$ cat src/design/argb_pixel_blend_top_defines.svh
// ----------------------------------------------------------------------------
// argb_pixel_blend_top_defines
// Assertion macros for the ARGB pixel blend block.
// ----------------------------------------------------------------------------
`ifndef ARGB_PIXEL_BLEND_TOP_DEFINES_SVH
`define ARGB_PIXEL_BLEND_TOP_DEFINES_SVH

`ifndef SYNTHESIS

`define ABPB_ASSERT(lbl, prop, msg) \
   lbl: assert property (@(posedge clock) disable iff (reset) prop) else $error(msg);

`define ABPB_ASSERT_RST(lbl, prop, msg) \
   lbl: assert property (@(posedge clock) prop) else $error(msg);

`else

`define ABPB_ASSERT(lbl, prop, msg)

`define ABPB_ASSERT_RST(lbl, prop, msg)

`endif

`endif

$ cat src/design/abpb_pkg.sv
// ----------------------------------------------------------------------------
// abpb_pkg
// Shared types, constants and helpers of the ARGB pixel blend block.
// ----------------------------------------------------------------------------
package abpb_pkg;

   localparam int CHAN_COUNT = 3;
   localparam int CHAN_W     = 8;
   localparam int PIXEL_W    = 32;
   localparam int PROD_W     = 2 * CHAN_W;
   localparam int ALPHA_LSB  = CHAN_COUNT * CHAN_W;

   localparam int CSR_ADDR_W = 3;
   localparam int CSR_DATA_W = 32;

   typedef enum logic [1:0] {
      MODE_COPY,
      MODE_KEY,
      MODE_ADD,
      MODE_INTERP
   } blend_mode_type;

   typedef enum logic {
      CSR_IDX_BLEND_MODE,
      CSR_IDX_NONE
   } csr_index_type;

   typedef logic [CHAN_W-1:0] chan_type;
   typedef logic [PROD_W-1:0] prod_type;

   // products and difference signs after the multiply stage
   typedef struct packed {
      logic [PIXEL_W-1:0]              src;
      logic [PIXEL_W-1:0]              dst;
      prod_type [CHAN_COUNT-1:0]       prod;
      logic [CHAN_COUNT-1:0]           ge;
   } prod_stage_type;

   // scaled channel terms after the divide stage
   typedef struct packed {
      logic [PIXEL_W-1:0]              src;
      logic [PIXEL_W-1:0]              dst;
      chan_type [CHAN_COUNT-1:0]       quot;
      logic [CHAN_COUNT-1:0]           ge;
   } div_stage_type;

   // floor(x / 255) for x up to 255 * 255
   function automatic chan_type div255(input prod_type x);
      logic [PROD_W:0] t;
      t = {1'b0, x} + {{(CHAN_W + 1){1'b0}}, x[PROD_W-1:CHAN_W]} + {{PROD_W{1'b0}}, 1'b1};
      return t[PROD_W-1:CHAN_W];
   endfunction

endpackage

$ cat src/design/argb_pixel_blend_top.sv
// ----------------------------------------------------------------------------
// argb_pixel_blend_top
// Blends a source ARGB pixel into a destination pixel under a selectable
// mode: copy, alpha key, saturating additive or alpha interpolate.
//
// Usage:
//   request channel: req_source_pixel and req_dest_pixel with req_valid;
//   a request is taken on an edge where req_valid is high and req_stall low.
//   result channel: rsp_blended_pixel with rsp_valid, held while rsp_stall.
//   config: APB port, blend_mode at byte address 0, pready always high;
//   change the mode only while no request is in flight.
//   path: a request passes the multiply, divide by 255, mix and output
//   register stages before rsp_valid rises.
//   throughput: one request per cycle while the result is not stalled;
//   every stage holds one request and a full pipeline still advances in
//   any cycle the result is taken.
//   stall: a stalled result holds the output register; stages behind it
//   keep filling, and req_stall rises once the pipeline is full.
//   reset: synchronous; empties the pipeline and sets copy mode.
// ----------------------------------------------------------------------------
`include "argb_pixel_blend_top_defines.svh"

module argb_pixel_blend_top import abpb_pkg::*; (
   input  logic                  clock,
   input  logic                  reset,
   input  logic                  req_valid,
   output logic                  req_stall,
   input  logic [PIXEL_W-1:0]    req_source_pixel,
   input  logic [PIXEL_W-1:0]    req_dest_pixel,
   output logic                  rsp_valid,
   input  logic                  rsp_stall,
   output logic [PIXEL_W-1:0]    rsp_blended_pixel,
   input  logic                  csr_psel,
   input  logic                  csr_penable,
   input  logic                  csr_pwrite,
   input  logic [CSR_ADDR_W-1:0] csr_paddr,
   input  logic [CSR_DATA_W-1:0] csr_pwdata,
   output logic [CSR_DATA_W-1:0] csr_prdata,
   output logic                  csr_pready
);

   blend_mode_type mode;
   logic           prod_valid;
   logic           prod_stall;
   prod_stage_type prod_data;
   logic           div_valid;
   logic           div_stall;
   div_stage_type  div_data;
   logic           mode_wr;
   logic [1:0]     rd_mode;
   logic [1:0]     wr_data;

   assign mode_wr = csr_psel && csr_penable && csr_pwrite && !csr_paddr[CSR_ADDR_W-1];
   assign rd_mode = csr_prdata[1:0];
   assign wr_data = csr_pwdata[1:0];

   abpb_csr u_csr (
      .clock       (clock),
      .reset       (reset),
      .csr_psel    (csr_psel),
      .csr_penable (csr_penable),
      .csr_pwrite  (csr_pwrite),
      .csr_paddr   (csr_paddr),
      .csr_pwdata  (csr_pwdata),
      .csr_prdata  (csr_prdata),
      .csr_pready  (csr_pready),
      .mode        (mode)
   );

   abpb_prod_stage u_prod (
      .clock     (clock),
      .reset     (reset),
      .mode      (mode),
      .in_valid  (req_valid),
      .in_stall  (req_stall),
      .in_src    (req_source_pixel),
      .in_dst    (req_dest_pixel),
      .out_valid (prod_valid),
      .out_stall (prod_stall),
      .out_data  (prod_data)
   );

   abpb_div_stage u_div (
      .clock     (clock),
      .reset     (reset),
      .in_valid  (prod_valid),
      .in_stall  (prod_stall),
      .in_data   (prod_data),
      .out_valid (div_valid),
      .out_stall (div_stall),
      .out_data  (div_data)
   );

   abpb_mix_stage u_mix (
      .clock     (clock),
      .reset     (reset),
      .mode      (mode),
      .in_valid  (div_valid),
      .in_stall  (div_stall),
      .in_data   (div_data),
      .out_valid (rsp_valid),
      .out_stall (rsp_stall),
      .out_pixel (rsp_blended_pixel)
   );

   `ABPB_ASSERT_RST(a_reset_empty, reset |=> !rsp_valid, "result valid right after reset")

   `ABPB_ASSERT(a_empty_no_stall, !rsp_valid |-> !req_stall, "request stalled with empty output")

   `ABPB_ASSERT(a_mode_readback, mode_wr |=> rd_mode == $past(wr_data), "mode readback mismatch")

endmodule

$ cat src/design/abpb_csr.sv
// ----------------------------------------------------------------------------
// abpb_csr
// APB register file holding the blend mode.
// ----------------------------------------------------------------------------
module abpb_csr import abpb_pkg::*; (
   input  logic                  clock,
   input  logic                  reset,
   input  logic                  csr_psel,
   input  logic                  csr_penable,
   input  logic                  csr_pwrite,
   input  logic [CSR_ADDR_W-1:0] csr_paddr,
   input  logic [CSR_DATA_W-1:0] csr_pwdata,
   output logic [CSR_DATA_W-1:0] csr_prdata,
   output logic                  csr_pready,
   output blend_mode_type        mode
);

   blend_mode_type mode_ff;
   blend_mode_type mode_in;
   csr_index_type  index;
   logic           wr_en;

   assign index      = csr_index_type'(csr_paddr[CSR_ADDR_W-1]);
   assign csr_pready = 1'b1;
   assign wr_en      = csr_psel && csr_penable && csr_pwrite && csr_pready;

   always_comb begin
      mode_in = mode_ff;
      if (wr_en && index == CSR_IDX_BLEND_MODE) begin
         mode_in = blend_mode_type'(csr_pwdata[1:0]);
      end
   end

   always_ff @(posedge clock) begin
      if (reset) begin
         mode_ff <= MODE_COPY;
      end else begin
         mode_ff <= mode_in;
      end
   end

   always_comb begin
      unique case (index)
         CSR_IDX_BLEND_MODE: csr_prdata = {{(CSR_DATA_W - 2){1'b0}}, mode_ff};
         CSR_IDX_NONE:       csr_prdata = '0;
      endcase
   end

   assign mode = mode_ff;

endmodule

$ cat src/design/abpb_prod_stage.sv
// ----------------------------------------------------------------------------
// abpb_prod_stage
// First stage: per-channel operand select and 8x8 multiply by source alpha.
// ----------------------------------------------------------------------------
module abpb_prod_stage import abpb_pkg::*; (
   input  logic                clock,
   input  logic                reset,
   input  blend_mode_type      mode,
   input  logic                in_valid,
   output logic                in_stall,
   input  logic [PIXEL_W-1:0]  in_src,
   input  logic [PIXEL_W-1:0]  in_dst,
   output logic                out_valid,
   input  logic                out_stall,
   output prod_stage_type      out_data
);

   logic           valid_ff;
   logic           valid_in;
   prod_stage_type data_ff;
   prod_stage_type data_in;
   logic           load;
   chan_type       alpha;

   assign in_stall = valid_ff && out_stall;
   assign load     = !in_stall;
   assign valid_in = load ? in_valid : valid_ff;
   assign alpha    = in_src[PIXEL_W-1:ALPHA_LSB];

   always_comb begin
      chan_type s;
      chan_type d;
      chan_type opnd;
      data_in.src = in_src;
      data_in.dst = in_dst;
      for (int i = 0; i < CHAN_COUNT; i++) begin
         s = in_src[i*CHAN_W +: CHAN_W];
         d = in_dst[i*CHAN_W +: CHAN_W];
         data_in.ge[i] = (s >= d);
         if (mode == MODE_ADD) begin
            opnd = s;
         end else if (s >= d) begin
            opnd = s - d;
         end else begin
            opnd = d - s;
         end
         data_in.prod[i] = {{CHAN_W{1'b0}}, opnd} * {{CHAN_W{1'b0}}, alpha};
      end
   end

   always_ff @(posedge clock) begin
      if (reset) begin
         valid_ff <= 1'b0;
      end else begin
         valid_ff <= valid_in;
      end
   end

   always_ff @(posedge clock) begin
      if (load) begin
         data_ff <= data_in;
      end
   end

   assign out_valid = valid_ff;
   assign out_data  = data_ff;

endmodule

$ cat src/design/abpb_div_stage.sv
// ----------------------------------------------------------------------------
// abpb_div_stage
// Second stage: divides each channel product by 255 with a reciprocal form.
// ----------------------------------------------------------------------------
module abpb_div_stage import abpb_pkg::*; (
   input  logic           clock,
   input  logic           reset,
   input  logic           in_valid,
   output logic           in_stall,
   input  prod_stage_type in_data,
   output logic           out_valid,
   input  logic           out_stall,
   output div_stage_type  out_data
);

   logic          valid_ff;
   logic          valid_in;
   div_stage_type data_ff;
   div_stage_type data_in;
   logic          load;

   assign in_stall = valid_ff && out_stall;
   assign load     = !in_stall;
   assign valid_in = load ? in_valid : valid_ff;

   always_comb begin
      data_in.src = in_data.src;
      data_in.dst = in_data.dst;
      data_in.ge  = in_data.ge;
      for (int i = 0; i < CHAN_COUNT; i++) begin
         data_in.quot[i] = div255(in_data.prod[i]);
      end
   end

   always_ff @(posedge clock) begin
      if (reset) begin
         valid_ff <= 1'b0;
      end else begin
         valid_ff <= valid_in;
      end
   end

   always_ff @(posedge clock) begin
      if (load) begin
         data_ff <= data_in;
      end
   end

   assign out_valid = valid_ff;
   assign out_data  = data_ff;

endmodule

$ cat src/design/abpb_mix_stage.sv
// ----------------------------------------------------------------------------
// abpb_mix_stage
// Third stage: channel add or interpolate, saturation, mode select and
// output register.
// ----------------------------------------------------------------------------
module abpb_mix_stage import abpb_pkg::*; (
   input  logic                clock,
   input  logic                reset,
   input  blend_mode_type      mode,
   input  logic                in_valid,
   output logic                in_stall,
   input  div_stage_type       in_data,
   output logic                out_valid,
   input  logic                out_stall,
   output logic [PIXEL_W-1:0]  out_pixel
);

   logic               valid_ff;
   logic               valid_in;
   logic [PIXEL_W-1:0] pixel_ff;
   logic [PIXEL_W-1:0] pixel_in;
   logic               load;
   chan_type           alpha;
   logic [PIXEL_W-1:0] add_px;
   logic [PIXEL_W-1:0] mix_px;

   assign in_stall = valid_ff && out_stall;
   assign load     = !in_stall;
   assign valid_in = load ? in_valid : valid_ff;
   assign alpha    = in_data.src[PIXEL_W-1:ALPHA_LSB];

   always_comb begin
      chan_type        d;
      chan_type        q;
      logic [CHAN_W:0] sum;
      add_px = in_data.dst;
      mix_px = in_data.dst;
      for (int i = 0; i < CHAN_COUNT; i++) begin
         d   = in_data.dst[i*CHAN_W +: CHAN_W];
         q   = in_data.quot[i];
         sum = {1'b0, d} + {1'b0, q};
         add_px[i*CHAN_W +: CHAN_W] = sum[CHAN_W] ? {CHAN_W{1'b1}} : sum[CHAN_W-1:0];
         mix_px[i*CHAN_W +: CHAN_W] = in_data.ge[i] ? d + q : d - q;
      end
   end

   always_comb begin
      unique case (mode)
         MODE_COPY: pixel_in = in_data.src;
         MODE_KEY:  pixel_in = (alpha != '0) ? in_data.src : in_data.dst;
         MODE_ADD:  pixel_in = add_px;
         MODE_INTERP: begin
            if (alpha == {CHAN_W{1'b1}}) begin
               pixel_in = in_data.src;
            end else if (alpha == '0) begin
               pixel_in = in_data.dst;
            end else begin
               pixel_in = mix_px;
            end
         end
      endcase
   end

   always_ff @(posedge clock) begin
      if (reset) begin
         valid_ff <= 1'b0;
      end else begin
         valid_ff <= valid_in;
      end
   end

   always_ff @(posedge clock) begin
      if (load) begin
         pixel_ff <= pixel_in;
      end
   end

   assign out_valid = valid_ff;
   assign out_pixel = pixel_ff;

endmodule

$ cat config.mk
export PLATFORM = sky130hd
export DESIGN_NAME = argb_pixel_blend_top
export DESIGN_NICKNAME = d
export VERILOG_FILES = /design/src/design/abpb_pkg.sv /design/src/design/argb_pixel_blend_top.sv /design/src/design/abpb_csr.sv /design/src/design/abpb_prod_stage.sv /design/src/design/abpb_div_stage.sv /design/src/design/abpb_mix_stage.sv
export VERILOG_INCLUDE_DIRS = /design/src /design/src/design
export SDC_FILE = /design/constraint.sdc
export NUM_CORES = 1
export LEC_CHECK = 0
export CAP_MARGIN = 20
export CORE_ASPECT_RATIO = 1.5
export CORE_MARGIN = 2
export CORE_UTILIZATION = 50
export DETAILED_ROUTE_END_ITERATION = 16
export DONT_BUFFER_PORTS = 1
export PLACE_DENSITY = 0.63
export SLEW_MARGIN = 25
export SYNTH_ARGS = -nofsm -noshare
export SYNTH_HDL_FRONTEND = slang
export SYNTH_SLANG_ARGS = --single-unit
$ cat constraint.sdc
create_clock -name clock -period 8.7 [get_ports clock]
set_input_delay 1.74 -clock clock [delete_from_list [all_inputs] [get_ports clock]]
set_output_delay 1.74 -clock clock [all_outputs]
set_load 0.02 [all_outputs]
# Yosys cells after proc, flatten, opt, wreduce, memory -nomap -nowiden
# Index checks and enable logic that the tools add are counted.
# word_totals
mem_bits_ro,0
output_inout_bits,67
elab_cells,75
latchBits,0
n_memories,0
ram_bits,0
in_bits,106
register_bits,243
# op_classes
shifts,0
n_mux,17
n_bitwise,1
reduce_logical,9
magnitude_cmp,3
add_sub_neg,21
n_eq_ne,4
mul,3
n_div,0
# op_table
operator,count
$pmux 32 s4,1
$mux 8,12
$sub 8x8->8,9
$mux 32,2
$pmux 32 s2,1
$add 16x1->16 const B,3
$add 16x8->16,3
$mul 8x8->16,3
$add 8x8->9,3
$add 8x8->8,3
$ge 8x8->1,3
$mux 24,1
$eq 8x8->1 const B,1
$logic_not 8->1,1
$reduce_bool 8->1,1
$logic_and 1x1->1,6
$eq 2x2->1 const B,2
$eq 2x1->1 const B,1
$logic_not 2->1,1
$not 1->1,1

# Depth between registers and ports, before layout
# depth
depth_word,5
mapped_depth,27
mapped_depth_nobuf,26

# By module
# Synthesis repeated with hierarchy kept, for this count alone.
# hier_totals
hier_cells,2157
hier_area_um2,21451.8
# by_module_without_submodules
mod,area_each_um2,cells_each,instances,seq_area_each_um2
abpb_prod_stage,13058.8,1367,1,3473.3
abpb_mix_stage,4408.0,535,1,980.9
abpb_div_stage,3632.2,211,1,2752.6
abpb_csr,352.8,44,1,40.0

# Worst setup path before layout
# No wires, ideal clock.
# synth_timing
path_type,input port to flip-flop
from,in req_source_pixel[3]
to,reg u_prod.data_ff (netlist bit u_prod.out_data[17]) (data pin)
n_path_buf,1
cell_stages,21
t_arrival_ns,7.489
required_ns,8.414
setup_time_ns,0.286
slack_ns,0.926
path_cell_list,clkbuf_1 -> inv_1 -> ha_1 -> a21oi_1 -> and4_1 -> o21a_2 -> inv_2 -> mux2i_1 -> or4b_2 -> nand3_1 -> fa_1 -> fa_1 -> fa_1 -> inv_1 -> fa_1 -> inv_1 -> ha_1 -> or2_2 -> o311a_1 -> o41ai_1 -> o311ai_0
# synth_lines
element,line,text
"start, declared",argb_pixel_blend_top.sv:28,"input logic [PIXEL_W-1:0] req_source_pixel,"
"end signal, assigned",abpb_prod_stage.sv:61,data_ff <= data_in;
"end, declared",abpb_prod_stage.sv:20,prod_stage_type data_ff;

==> summary.md <==
| Metric | Value |
|---|---|
| Outcome | finished, final reports clean |
| Post_cts resized | 0 |
| Hpwl dp | 44070 um |
| Fin. max-slew vios | 0 |
| Crit Reg-Reg Startpoint | u_csr.mode[0]$_SDFFE_PP0P_ |
| CTS Buf Count | 25 |
| Share of layout cells above drive strength 1 | 6.330% |
| Die H | 261.8 um |
| Worst EP arrival | 8070 ps |
| First-pass detailed-route iteration total | 5 |
| Vias in the first global route | 16.85k |
| Routed Antenna Nets | 0 |
| Min-delay worst type | reg -> reg |
| Post-CTS Setup Inserts | 0 |
| P&R area growth vs syn | 6.658% |
| Rel. slew slack | 35.63% |
| Syn Inst Count | 2291 |
| Post-synth EDFFs | 238 |
| Peak VDD IR | 0.0001934 V |
| Fin Setup TNS | 0 ps |
| Antenna violations before repair | 0 |
| DR vias/cell | 5.968 |
| R2r worst-path depth | 23 |
| Pin count of the biggest net entering global routing | 104 |
| Die Wd | 175.9 um |
| Worst EP required | 8960 ps |
| FMAX | 128.0 MHz |
| Primary FF master, synth | edfxtp_1 |
| WHS Path Cells | 0 |
| CP max FO | 16 |
| Global-route wire length before repair | 91170 um |
| CTS H-tree depth | 1 |
| Fin Clk Skew | 17.20 ps |
| Pwr dens | 324.5 mW/mm2 |
| Synth async-reset ratio | 0% |
| Drt drc | 0 |
| Netlist Area Pre-Place | 0.02216 mm2 |
| CTS tree | done |
| Crit. Startpoint | req_source_pixel[0] |
| Finished Core Util | 53.87% |
| # rows | 94 |
| R2r setup slk | 2000 ps |
| Initial Util | 50.51% |
| Remaining global-route overflow | 0 |
| RSZ-0062 raised after global routing | false |
| CTS Root Buffer Type | clkbuf_16 |
| Max-cap violation count | 0 |
| Seq/Total Area, Yosys | 32.71% |
| Reg clk slew, reported paths | 70 ps |
| Hold_sp | u_prod.out_data[114]$_DFFE_PN_ |
| Final nets | 2701 |
| Final worst-path cycle share | 89.77% |
| Worst-Skew Late Latency | 550 ps |
| PnR worst setup slack | 890.1 ps |
| Port buffer count | 0 |
| Final instance area | 0.02363 mm2 |
| Worst Hold Path EP | u_div.out_data[90]$_DFFE_PN_ |
| Die area | 0.04605 mm2 |
| Static Leak | 10.32 nW |
| Number of I/O pins | 173 |
| Number of synthesized register bits | 243 |
| Final setup fails | 0 |
| Most frequent cells in the layout | inv_1 (246), edfxtp_1 (238), ha_1 (219), nand2_1 (169), nor2_1 (144) |
| CP Capture Type | flop |
| Critical path class | in -> reg |
| Commonest non-fill, non-tap cell in the layout | inv_1 |
| Bufs on Longest Clock Path | 3 |
| Slew @ Worst Pin | 965.5 ps |
| Final-report hold violation count | 0 |
| GPL Wtd Cong | 0.9147 |
| Placement Cell Area | 0.02270 mm2 |
| Fin crit period | 7810 ps |
| CP Launch Type | primary input |
| Pre-CTS setup slack | 238.5 ps |
| Avg Inst Size Synth | 9.672 um2 |
| Vias | 17.02k |
| CTS Hold Bufs | 0 |
| Reg2reg end | u_prod.out_data[32]$_DFFE_PN_ |
| Synth warnings | 0 |
| Core area | 0.04387 mm2 |
| Post-synthesis cell type count | 84 |
| Clk sinks | 243 |
| DR WL/cell | 20.13 um |
| Total track usage | 25.04% |
| DR iter-0 viols | 1209 |
| Total Wirelength | 57400 um |
-- worst max-delay path: stages --
cell	delay, ps
inv_1	30
ha_1	140
inv_1	50
fa_1	380
nand3_1	150
and4_1	270
o21a_2	260
inv_2	110
mux2i_1	190
buf_12	180
or4b_2	600
nand3_1	110
fa_1	480
fa_1	530
fa_1	560
inv_1	60
fa_1	530
inv_1	40
ha_1	220
or2_2	290
o221a_2	260
o211ai_1	250
nand2_1	100
o311ai_0	530
-- synthesized netlist by cell type (all sizes together), types with 10 or more instances --
cell type / count / share of area, %
a211oi: 21 / 0.71
nand2b: 19 / 0.54
clkbuf: 83 / 1.4
and4: 10 / 0.40
and2: 67 / 1.9
o21ai: 68 / 1.5
a21o: 27 / 0.91
xor2: 19 / 0.75
mux2: 10 / 0.53
edfxtp: 238 / 32
nand2: 172 / 2.9
a221oi: 11 / 0.43
or4b: 20 / 0.90
nand3: 116 / 2.6
nor3b: 24 / 0.81
ha: 219 / 12
a21oi: 107 / 2.5
a22oi: 10 / 0.36
nor2b: 20 / 0.56
inv: 250 / 4.2
nor2: 145 / 2.5
o31a: 11 / 0.43
o211ai: 18 / 0.61
xnor2: 60 / 2.4
nand4: 31 / 0.88
and3: 15 / 0.45
buf: 47 / 1.4
nor3: 38 / 0.86
a32oi: 23 / 0.91
or3: 34 / 0.96
a31oi: 19 / 0.54
fa: 120 / 11
nand3b: 17 / 0.58
mux2i: 31 / 1.4
a211o: 12 / 0.47
o21a: 32 / 1.1
-- flip-flops by register name, summed over array words and instances (netlist names) --
name,count
u_mix.out_pixel,32
u_div.out_valid,1
u_mix.out_valid,1
u_prod.out_valid,1
u_csr.mode,2
u_div.out_data,91
u_prod.out_data,115
-- final cells by class --
class / instances / area, um2
clock buffers: 27 / 633.1
multi-input cells: 1696 / 13480
diodes: 1 / 2.502
inverters: 251 / 945.9
flip-flops and latches: 243 / 7247
fillers: 3912 / 20240
clock inverters: 19 / 289.0
repair buffers: 39 / 315.3
well taps: 576 / 720.7
-- routing by layer --
metal,global-route usage [%],routed length [um],share of wire (%)
met1,30.66,23020,40
met4,8.953,2105,3.7
met3,2.633,2900,5.1
met2,45.71,29370,51
met5,0,0,0
-- cell families after synthesis --
family / synth area share [%]
AOI/OAI and AO/OA: 14.11
xor gates and xnor gates: 3.123
adders and majority gates: 23.21
buffers and inverters: 7.053
DFF: 32.71
muxes: 1.926
other: 0.03389
and+or+nand+nor: 17.84
-- stage by stage --
step | hold slack [ps] | power (mW) | cells
6_report | 415.3 | 7.669 | 2852
5_1_grt | 424.8 | 8.393 | 2851
4_1_cts | 417.7 | 7.705 | 2850
3_5_place_dp | 404.5 | 6.480 | 2804
3_3_place_gp | 401.8 | 6.362 | 2804
2_1_floorplan | 400.3 | 5.403 | 2320
-- worst max path at each step --
| stage | to | cells past startpoint |
|---|---|---|
| after floorplan | u_prod.out_data[17]$_DFFE_PN_ | 21 |
| after global placement | u_prod.out_data[16]$_DFFE_PN_ | 24 |
| after detailed placement | u_prod.out_data[16]$_DFFE_PN_ | 24 |
| after CTS | u_prod.out_data[16]$_DFFE_PN_ | 24 |
| after global routing | u_prod.out_data[16]$_DFFE_PN_ | 24 |
| final | u_prod.out_data[16]$_DFFE_PN_ | 24 |
-- power breakdown --
part / total (mW) / internal (mW) / switching [mW]
combinational: 4.55 / 2.00 / 2.55
clock: 1.20 / 0.718 / 0.479
sequential: 1.92 / 1.70 / 0.225
total: 7.67 / 4.42 / 3.25
(Power assumes the default switching activity.)
